**src/hw/rtl/plm_pkg.sv**
```systemverilog
`timescale 1ns / 1ps
// ----------------------------------------------------------------------------
// plm_pkg
// Shared types and codes for the posting-list merge block and its table cells.
// ----------------------------------------------------------------------------
package plm_pkg;

  localparam int DOC_W  = 16;
  localparam int TF_W   = 16;
  localparam int FREQ_W = 32;

  // item opcodes
  localparam logic [1:0] OP_CLEAR = 2'd0;
  localparam logic [1:0] OP_ELEM  = 2'd1;
  localparam logic [1:0] OP_END   = 2'd2;
  localparam logic [1:0] OP_READ  = 2'd3;

  // combine operators
  localparam logic [1:0] MODE_AND = 2'd0;
  localparam logic [1:0] MODE_OR  = 2'd1;
  localparam logic [1:0] MODE_NOT = 2'd2;

  typedef enum logic [1:0] {
    ST_IDLE,
    ST_EXEC,
    ST_COMPACT
  } state_t;

  typedef enum logic [2:0] {
    CC_NONE,
    CC_OR,
    CC_AND,
    CC_NOT,
    CC_BUMP,
    CC_SHIFT
  } cell_cmd_t;

  // broadcast from the controller to every cell
  typedef struct packed {
    cell_cmd_t         cmd;
    logic              clr_mark;      // list opens: marks start from zero
    logic              append;        // write the element into the selected cell
    logic              drop_on_mark;  // compaction drops marked (1) or unmarked (0)
    logic [DOC_W-1:0]  doc;
    logic [TF_W-1:0]   freq;
  } cell_ctl_t;

endpackage

```
**src/hw/rtl/plm_cell.sv**
```systemverilog
`timescale 1ns / 1ps
// ----------------------------------------------------------------------------
// plm_cell
// One accumulator table entry: id, frequency and mark, with its own compare,
// saturating adder and a left-shift path from the next cell.
// ----------------------------------------------------------------------------
module plm_cell (
  input  logic                         clk,
  input  plm_pkg::cell_ctl_t           ctl,
  input  logic                         valid,    // entry is below the count
  input  logic                         sel,      // entry sits at the count
  input  logic [plm_pkg::DOC_W-1:0]    nxt_doc,
  input  logic [plm_pkg::FREQ_W-1:0]   nxt_freq,
  input  logic                         nxt_mark,
  input  logic                         hit_in,
  input  logic                         pfx_in,
  output logic [plm_pkg::DOC_W-1:0]    doc,
  output logic [plm_pkg::FREQ_W-1:0]   freq,
  output logic                         mark,
  output logic                         hit_out,
  output logic                         pfx_out
);

  logic [plm_pkg::DOC_W-1:0]  doc_r, doc_nxt;
  logic [plm_pkg::FREQ_W-1:0] freq_r, freq_nxt;
  logic                       mark_r, mark_nxt;
  logic                       match, mark_cur, drop;
  logic [plm_pkg::FREQ_W:0]   add_sum, inc_sum;
  logic [plm_pkg::FREQ_W-1:0] add_sat, inc_sat;

  assign match    = valid && (doc_r == ctl.doc);
  assign mark_cur = ctl.clr_mark ? 1'b0 : mark_r;
  assign drop     = valid && (mark_r == ctl.drop_on_mark);
  assign hit_out  = hit_in | match;
  assign pfx_out  = pfx_in | drop;

  assign add_sum = {1'b0, freq_r} + {{(plm_pkg::FREQ_W + 1 - plm_pkg::TF_W){1'b0}}, ctl.freq};
  assign inc_sum = {1'b0, freq_r} + {{plm_pkg::FREQ_W{1'b0}}, 1'b1};
  assign add_sat = add_sum[plm_pkg::FREQ_W] ? '1 : add_sum[plm_pkg::FREQ_W-1:0];
  assign inc_sat = inc_sum[plm_pkg::FREQ_W] ? '1 : inc_sum[plm_pkg::FREQ_W-1:0];

  always_comb begin
    doc_nxt  = doc_r;
    freq_nxt = freq_r;
    mark_nxt = mark_cur;
    if (ctl.append && sel) begin
      doc_nxt  = ctl.doc;
      freq_nxt = {{(plm_pkg::FREQ_W - plm_pkg::TF_W){1'b0}}, ctl.freq};
      mark_nxt = 1'b0;
    end else begin
      case (ctl.cmd)
        plm_pkg::CC_OR: begin
          // only the first matching entry in the row takes the add
          if (match && !hit_in) freq_nxt = add_sat;
        end
        plm_pkg::CC_AND: begin
          if (match && !mark_cur) begin
            mark_nxt = 1'b1;
            freq_nxt = add_sat;
          end
        end
        plm_pkg::CC_NOT: begin
          if (match) mark_nxt = 1'b1;
        end
        plm_pkg::CC_BUMP: begin
          if (valid && !mark_r) freq_nxt = inc_sat;
        end
        plm_pkg::CC_SHIFT: begin
          // everything from the first dropped entry up moves down one place
          if (pfx_out) begin
            doc_nxt  = nxt_doc;
            freq_nxt = nxt_freq;
            mark_nxt = nxt_mark;
          end
        end
        default: begin
        end
      endcase
    end
  end

  always_ff @(posedge clk) begin
    doc_r  <= doc_nxt;
    freq_r <= freq_nxt;
    mark_r <= mark_nxt;
  end

  assign doc  = doc_r;
  assign freq = freq_r;
  assign mark = mark_r;

endmodule

```
**config.mk**
```make
export PLATFORM = sky130hd
export DESIGN_NAME = plm_cell
export DESIGN_NICKNAME = d
export VERILOG_FILES = /design/src/hw/rtl/plm_pkg.sv /design/src/hw/rtl/plm_cell.sv
export SDC_FILE = /design/constraint.sdc
export NUM_CORES = 1
export LEC_CHECK = 0
export BUFFER_PORTS_ARGS = -buffer_cell sky130_fd_sc_hd__buf_2
export CORE_ASPECT_RATIO = 1.25
export CORE_MARGIN = 2
export CORE_UTILIZATION = 25
export CTS_BUF_LIST = sky130_fd_sc_hd__clkbuf_8 sky130_fd_sc_hd__clkbuf_16
export DETAILED_ROUTE_END_ITERATION = 10
export PLACE_DENSITY = 0.46
export SYNTH_ARGS = -nofsm -noshare
export SYNTH_HDL_FRONTEND = slang
export SYNTH_SLANG_ARGS = --single-unit
```
**constraint.sdc**
```tcl
create_clock -name clk -period 3.2 [get_ports clk]
set_input_delay 0.16 -clock clk [delete_from_list [all_inputs] [get_ports clk]]
set_output_delay 0.16 -clock clk [all_outputs]
set_load 0.03 [all_outputs]
```
==> results of run 1 <==
## through the flow
stage	cell area, µm²	total power (W)	setup slack [ns]	hold WS [ns]	instances
after floorplan	4920	0.00183	0.210	0.334	616
after global placement	5960	0.00221	0.318	0.426	1019
after detailed placement	5960	0.00221	0.262	0.428	1019
after CTS	6140	0.00290	0.251	0.0979	1027
after global routing	6140	0.00306	0.0630	0.118	1027
final	6140	0.00287	0.269	0.112	1027
## where the power goes
part / internal (W) / total [W] / leakage (nW) / switching (W)
sequential: 0.000788 / 0.000900 / 0.444 / 0.000112
clock: 0.000392 / 0.000670 / 0.0831 / 0.000278
combinational: 0.000507 / 0.00130 / 1.95 / 0.000789
total: 0.00169 / 0.00287 / 2.48 / 0.00118
## logic make-up (layout without fill, tap and decap cells)
kind of cell	count (synthesis)	count (layout)	synth area share (%)
muxes	4	4	0.840
buffers and inverters	52	198	6.31
AOI/OAI and AO/OA	186	186	26.6
xor gates and xnor gates	56	56	9.98
and+or+nand+nor	251	251	25.0
adders and majority gates	18	18	4.73
DFF	49	49	26.5
## registers in the layout, indices dropped and copies added (netlist names)
name	cells
doc	16
freq	32
mark	1
## worst register-to-register path: cells and delay by family, from the launching register on
family	cells	cell delay (ns)
buffers and inverters	1	0.24
AOI/OAI and AO/OA	5	0.81
and+or+nand+nor	2	0.53
DFF	1	0.39
adders and majority gates	2	0.68
## worst max-delay path by stage
stage | from | to | slack (ns) | cells past startpoint
2_1_floorplan | freq[0] | freq[1] | 0.21 | 11
3_3_place_gp | freq[0] | freq[1] | 0.32 | 10
3_5_place_dp | freq[0] | freq[0] | 0.26 | 10
4_1_cts | freq[0] | freq[0] | 0.25 | 10
5_1_grt | freq[0] | freq[0] | 0.06 | 10
6_report | freq[0] | freq[0] | 0.27 | 10
## metal layers
| metal | GRT usage [%] | part of all wire, % |
|---|---|---|
| met5 | 0 | 0 |
| met4 | 5.91 | 2.4 |
| met3 | 4.66 | 6.2 |
| met1 | 21.7 | 43 |
| met2 | 30.5 | 49 |
## placed cells by master, fill, tap and decap left out, types with 4 or more instances in the layout
master and instances:
a31oi_1 10, and3_1 5, buf_4 35, o211ai_1 7, nor3_1 23, o31ai_1 9, a2bb2oi_1 5, a21oi_1 37
o21a_1 4, dfxtp_1 17, nand4_1 12, ha_1 17, a21o_1 5, nand3_1 23, nand2b_1 5, nand2_1 94
xor2_1 24, or2_2 4, a211oi_1 13, a21oi_2 5, o21ai_0 26, edfxtp_1 32, xnor2_1 32, and2_1 4
nor2_1 44, or3_1 4, and4_2 5, o21ai_1 12, clkbuf_16 5, nor4_1 7, buf_2 142, o22ai_1 13
inv_1 12
## area by class of cell
class	count	area, µm²	area share, %
flip-flops and latches	49	1300	21.2
clock buffers	6	139	2.26
inverters	13	48.8	0.795
repair buffers	177	973	15.9
clock inverters	2	37.5	0.611
well taps	265	332	5.40
multi-input cells	515	3310	53.9
==> impl_metrics.toml, run 1 <==
[power]
power.static_leakage_nw = 2.48
power.density_nw_per_um2 = 467
ir_drop_mv = 0.202

[outcome]
outcome = "completed"

[critical_path]
crit_path_top_delay_cell = "fa_1"
path_class = "flop to flop"
crit_buf_inv = 1
crit_family = "compound AO/OA/AOI/OAI gates"
slowest_delay_ns = 0.44
r2r-start = "freq[0]"
cp_data_arrival_time_ns = 2.96
cp-start-kind = "flop"
cp.required_ns = 3.23
r2r_end = "freq[0]"
cp-end-kind = "flop"
crit_path_cell_trace = "ha_1 -> fa_1 -> a211oi_1 -> o211ai_1 -> nand3_1 -> a211oi_2 -> or2_1 -> buf_4 -> o22ai_1 -> a21oi_1"
rrSetupSlack_ns = 0.27
reg2reg_depth = 10
cp_max_fo = 9

[synthesis]
synth_edf_count = 32
synth_top_area_share_pct = 19.5
avgSynthCellArea_um2 = 7.98
yosysMostFrequentCell = "nand2_1"
synth_cells = 616
yosys-top-cells-area = "edfxtp_1 20%, nand2_1 7.3%, dfxtp_1 6.9%"
yosysWarnings = 0
ys_top_cells_by_count = "95 x nand2_1, 44 x nor2_1, 37 x a21oi_1, 32 x edfxtp_1, 32 x xnor2_1"
synth_seq_cells = 49
netlist_area_um2 = 4920
ys.flop_type = "edfxtp_1"
synth_cell_types = 80
syn_nets = 726
synth_async_sr_flop_share_pct = 0
synth-seq-area-share_pct = 26.5
synth_top_area_cell = "edfxtp_1"

[clock_tree]
cts-root-buf = "clkbuf_16"
ctsResizeCount = 0
cts_tree = "built"
clk_latency_ns = 0.31
cts_setup_buffers = 0
numClockSinks = 49
cts_buffers = 5
ctsHoldBuffers = 0
h-tree-depth = 2
clock_path_buffers = 2
clk_pin_slew_worst_paths_ns = 0.08

[grt]
antenna_found_initial = 1
grt_pass1_wl_mm = 29.1
grt_max_degree = 41
overflow = 0
gr-usage-all-layers_pct = 17.9
grt_pass1_vias = 5397

[worst_hold_path]
worstHoldStart = "nxt_doc[7]"
holdPathEnd = "doc[7]"
hp-class = "input port to flop"
whs_path_depth = 3

[timing]
skew_ns = 0.0106
slew_headroom_pct = 45.5
fin_crit_sh_pct = 91.6
fmax_ghz = 0.341
slew_violations = 0
grt_setup_unrepaired = "false"
layout_min_cycle_time_ns = 2.93
setup_viol = 0
tightest_slew_ns = 0.815
hold_violations = 0
fin_setup_tns_ns = 0

[route]
drc = 0
post_drt_via_cell_ratio = 5.08
via_count = 5216
drt-total-wl_mm = 18.4
wl_per_cell_um = 17.9
antenna_left = 0
drtPass1Iterations = 5
drtIter0Drc = 285

[final_layout]
diodes = 0
area_growth_pct = 24.9
fin_nets = 871
final_util_pct = 31.6
final_layout_size_suffix_gt1_share_pct = 28.9
n_fill_cell = 2163

[floorplanning]
placementRows = 57
initial_core_util_pct = 25.3
die-area_um2 = 20800
core-area_um2 = 19400
top_level_ports = 143
die_h_um = 161
die_x_um = 129

[job]
cap_violations = 0

[placed_design]
io_buffers = 142
gp_congestion = 0.802
place_hpwl_mm = 14.0
Note: power is estimated with default switching activity, not from simulation.
==> run 2: changes to the inputs <==
--- a/config.mk
+++ b/config.mk
@@ -11,6 +11,7 @@
 export CORE_UTILIZATION = 25
 export CTS_BUF_LIST = sky130_fd_sc_hd__clkbuf_8 sky130_fd_sc_hd__clkbuf_16
 export DETAILED_ROUTE_END_ITERATION = 10
+export MAX_ROUTING_LAYER = met4
 export PLACE_DENSITY = 0.46
 export SYNTH_ARGS = -nofsm -noshare
 export SYNTH_HDL_FRONTEND = slang
==> run 2 against run 1 <==
- first-iteration DRC count is 3.5% higher
- global-route usage up 0.50 points
- largest power group unchanged
- critical path depth is the same
- routed wire length about the same
- sequential power hardly changed
- sequential cell count is the same
- register-to-register slack barely moved
- largest cell class unchanged
- fmax barely moved
- utilization about the same
==> impl_metrics.toml, run 2 (same netlist as run 1, synthesis figures left out) <==
[timing]
hold_violations = 0
fin_hold_ws_ns = 0.114
grt_setup_unrepaired = "false"
slew_headroom_pct = 44.0
fmax_ghz = 0.341
slew_violations = 0
setup_viol = 0
fin_setup_tns_ns = 0
fin_crit_sh_pct = 91.6
tightest_slew_ns = 0.837
layout_min_cycle_time_ns = 2.93
skew_ns = 0.00945

[clock_tree]
clk_latency_ns = 0.31
clk_pin_slew_worst_paths_ns = 0.08
numClockSinks = 49
cts_tree = "built"
cts_buffers = 5
ctsResizeCount = 0
h-tree-depth = 2
cts_setup_buffers = 0
ctsHoldBuffers = 0
cts-root-buf = "clkbuf_16"
clock_path_buffers = 2

[grt]
overflow = 0
grt_pass1_vias = 5423
top_usage_layer = "met2"
gr-usage-met3_pct = 3.76
met1_usage_pct = 22.3
grtUsageMet2_pct = 30.5
antenna_found_initial = 1
grt_pass1_wl_mm = 29.0
gr-usage-all-layers_pct = 18.4
grt_max_degree = 41

[power]
power.density_nw_per_um2 = 467
p_seq_share_pct = 31.4
power.static_leakage_nw = 2.48
swShare_pct = 41.2
clkPwrFrac_pct = 23.4
net-switching-power_w = 0.00118
comb_power_share_pct = 45.2
ir_drop_mv = 0.202
cell_internal_pwr_w = 0.00169

[route]
antenna_left = 0
drc = 0
drt-total-wl_mm = 18.4
wl_per_cell_um = 17.9
drtIter0Drc = 295
via_count = 5207
post_drt_via_cell_ratio = 5.07
drtPass1Iterations = 5

[critical_path]
cp-end-kind = "flop"
cp_data_arrival_time_ns = 2.96
cp-start-kind = "flop"
cp.required_ns = 3.23
cp_max_fo = 9
path_class = "flop to flop"

[worst_hold_path]
hp-class = "input port to flop"

[final_layout]
most-common-layout-cells = "142 x buf_2, 94 x nand2_1, 44 x nor2_1"
n_fill_cell = 2162
area_growth_pct = 24.9
final_common_cell = "buf_2"
fin_nets = 871
final_layout_size_suffix_gt1_share_pct = 28.9
largest_reg_flops = 32

[floorplanning]
top_level_ports = 143
initial_core_util_pct = 25.3
placementRows = 57
die-area_um2 = 20800
core-area_um2 = 19400
die_x_um = 129
die_h_um = 161

[job]
cap_violations = 0

[placed_design]
gp_congestion = 0.814
io_buffers = 142
place_hpwl_mm = 14.0

[outcome]
outcome = "completed"
==> run 2: critical path, stage by stage, from the launching register on <==
cell and delay, ns:
edfxtp_1 0.39, ha_1 0.24, fa_1 0.44, a211oi_1 0.30, o211ai_1 0.18, nand3_1 0.17
a211oi_2 0.09, or2_1 0.36, buf_4 0.24, o22ai_1 0.15, a21oi_1 0.08
==> run 2: cell type report <==
cell class,count,area (µm²),share of cell area (%)
sequential,49,1300,21.2
multi-input combinational,515,3310,53.9
timing repair buffer,177,973,15.9
clock inverter,2,37.5,0.611
clock buffer,6,139,2.26
tap,265,332,5.40
antenna,1,2.50,0.0407
inverter,13,48.8,0.795
==> run 2: worst paths after layout <==
check / start / endpoint / slack [ns] / depth (start not counted)
worst min-delay path: nxt_doc[10] / doc[10] / 0.11 / 3
worst min register to register: freq[19] / freq[19] / 0.57 / 2
worst max register to register: freq[0] / freq[0] / 0.27 / 10
worst max-delay path: freq[0] / freq[0] / 0.27 / 10
==> run 2: per-layer routing <==
metal,up-vias,share of wire [%]
li1,2580,-
met1,2422,43
met2,169,48
met3,36,5.6
met4,0,2.6
met5,-,0
==> run 2: power by group through the flow <==
stage	Combinational, W	Sequential (W)	Clock (W)
CTS	0.00130	0.000900	0.000697
floorplan	0.000766	0.00106	0
finish	0.00130	0.000900	0.000670
detailed placement	0.00130	0.000914	0
global placement	0.00130	0.000913	0
global route	0.00142	0.000918	0.000717
==> run 2: through the flow <==
stage	instance area, µm²	power (W)	cells	util (%)	setup WS (ns)
floorplan	4920	0.00183	616	-	0.210
global placement	5960	0.00221	1019	30.7	0.318
detailed placement	5960	0.00221	1019	30.7	0.262
CTS	6140	0.00290	1027	31.6	0.251
global route	6140	0.00306	1028	31.7	0.0632
finish	6140	0.00287	1028	31.7	0.270
==> run 3: changes to the inputs <==
--- a/config.mk
+++ b/config.mk
@@ -8,11 +8,11 @@
 export BUFFER_PORTS_ARGS = -buffer_cell sky130_fd_sc_hd__buf_2
 export CORE_ASPECT_RATIO = 1.25
 export CORE_MARGIN = 2
-export CORE_UTILIZATION = 25
+export CORE_UTILIZATION = 35
 export CTS_BUF_LIST = sky130_fd_sc_hd__clkbuf_8 sky130_fd_sc_hd__clkbuf_16
 export DETAILED_ROUTE_END_ITERATION = 10
 export MAX_ROUTING_LAYER = met4
-export PLACE_DENSITY = 0.46
+export PLACE_DENSITY = 0.6
 export SYNTH_ARGS = -nofsm -noshare
 export SYNTH_HDL_FRONTEND = slang
 export SYNTH_SLANG_ARGS = --single-unit
==> run 3 against run 2 <==
- combinational power shrank 4%
- first-iteration DRC count grew 35%
- via count grew 1.6%
==> impl_metrics.toml, run 3 (same netlist as run 1, synthesis figures left out) <==
[final_layout]
diodes = 0
final_layout_size_suffix_gt1_share_pct = 28.2
fin_nets = 864
most-common-layout-cells = "142 x buf_2, 94 x nand2_1, 44 x nor2_1"
area_growth_pct = 20.9
largest_reg_flops = 32
final_common_cell = "buf_2"
n_fill_cell = 1409
final_util_pct = 43.2

[grt]
grt_max_degree = 37
overflow = 0
grt_pass1_wl_mm = 26.0
gr-usage-all-layers_pct = 22.9
antenna_found_initial = 0
grt_pass1_vias = 5257

[power]
ir_drop_mv = 0.244
power_w = 0.00271
net-switching-power_w = 0.00114
power.static_leakage_nw = 2.43
power.density_nw_per_um2 = 456
p_seq_share_pct = 34.1
swShare_pct = 42.1
cell_internal_pwr_w = 0.00157
comb_power_share_pct = 45.9
clkPwrFrac_pct = 20.0

[clock_tree]
clock_path_buffers = 2
ctsHoldBuffers = 0
h-tree-depth = 2
clk_pin_slew_worst_paths_ns = 0.07
numClockSinks = 49
cts_buffers = 5
cts_setup_buffers = 0
cts_tree = "built"
clk_latency_ns = 0.30
cts-root-buf = "clkbuf_16"
ctsResizeCount = 0

[route]
drt-total-wl_mm = 16.7
drtIter0Drc = 398
via_count = 5288
drc = 0
antenna_left = 0
wl_per_cell_um = 17.9
drtPass1Iterations = 7
post_drt_via_cell_ratio = 5.69

[critical_path]
cp_max_fo = 7
cp.required_ns = 3.39
slowest_delay_ns = 0.80
cp-end-kind = "flop"
reg2reg_depth = 9
crit_path_cell_trace = "ha_1 -> a211oi_1 -> o211ai_1 -> nand3_1 -> a2111oi_0 -> buf_4 -> xnor2_1 -> nand3_1 -> o2111a_1"
crit_path_top_delay_cell = "a2111oi_0"
path_class = "flop to flop"
crit_path_frequent_cell = "nand3_1"
cp-start-kind = "flop"
cp_data_arrival_time_ns = 3.30

[floorplanning]
die_x_um = 110
die-area_um2 = 15000
initial_core_util_pct = 35.7
top_level_ports = 143
placementRows = 48
die_h_um = 137
core-area_um2 = 13800

[timing]
tightest_slew_ns = 0.835
fin_hold_ws_ns = 0.123
slew_headroom_pct = 42.9
fin_crit_sh_pct = 97.2
layout_min_cycle_time_ns = 3.11
setup_viol = 0
fin_setup_tns_ns = 0
skew_ns = 0.00918
grt_setup_unrepaired = "false"
fmax_ghz = 0.322
hold_violations = 0
slew_violations = 0

[worst_hold_path]
whs_path_depth = 3
hp-class = "input port to flop"

[placed_design]
place_hpwl_mm = 12.6
gp_congestion = 0.926
io_buffers = 142

[outcome]
outcome = "completed"

[job]
cap_violations = 0
## run 3: changes by cell type in the layout (fill, tap and decap cells not counted)
cell | previous run | this run
buf_4 | 35 | 28
bufinv_16 | 1 | 0
clkbuf_8 | 1 | 0
clkinvlp_4 | 1 | 2
diode_2 | 1 | 0
inv_1 | 12 | 13
or2_1 | 2 | 1
or2_4 | 0 | 1
## run 3: path summary, 6_finish.rpt
path              startpoint  endpoint  slack (ns)
setup / recovery     freq[2]  freq[30]        0.09
hold / removal    nxt_doc[8]    doc[8]        0.12
setup reg to reg     freq[2]  freq[30]        0.09
hold reg to reg     freq[19]  freq[19]        0.56
## run 3: routing by layer
metal / vias to the layer above / part of all wire [%] / global-route usage, %
li1: 2571 / - / -
met1: 2445 / 43 / 27.4
met2: 243 / 49 / 39.4
met3: 29 / 6.6 / 3.00
met4: 0 / 1.8 / 7.59
met5: - / 0 / -
## run 3: power by group through the flow
stage / registers (W) / clock network, W / logic [W]
6_report: 0.000924 / 0.000543 / 0.00125
3_3_place_gp: 0.000928 / 0 / 0.00123
3_5_place_dp: 0.000933 / 0 / 0.00124
5_1_grt: 0.000941 / 0.000577 / 0.00136
4_1_cts: 0.000920 / 0.000561 / 0.00124
2_1_floorplan: 0.00106 / 0 / 0.000766
## run 3: worst max-delay path: cells and delay by family, from the launching register on
| kind | cells | cell delay [ns] |
|---|---|---|
| compound gates | 4 | 1.36 |
| flops | 1 | 0.51 |
| fa+ha+maj | 1 | 0.42 |
| simple gates | 2 | 0.37 |
| buf+inv | 1 | 0.23 |
| xor+xnor | 1 | 0.11 |
## run 3: layout make-up
cell class / count / area, µm² / area share, %
clock buffers: 5 / 125 / 2.11
clock inverters: 3 / 18.8 / 0.316
inverters: 13 / 48.8 / 0.821
multi-input cells: 515 / 3310 / 55.7
flip-flops and latches: 49 / 1300 / 21.9
well taps: 175 / 219 / 3.68
repair buffers: 170 / 921 / 15.5
## run 3: metrics by stage
stage / setup slack [ns] / instance area (µm²) / std cells
after floorplan: 0.210 / 4920 / 616
after global placement: 0.237 / 5800 / 922
after detailed placement: 0.192 / 5800 / 922
after CTS: 0.174 / 5940 / 930
after global routing: 0.0449 / 5940 / 930
final: 0.0908 / 5940 / 930
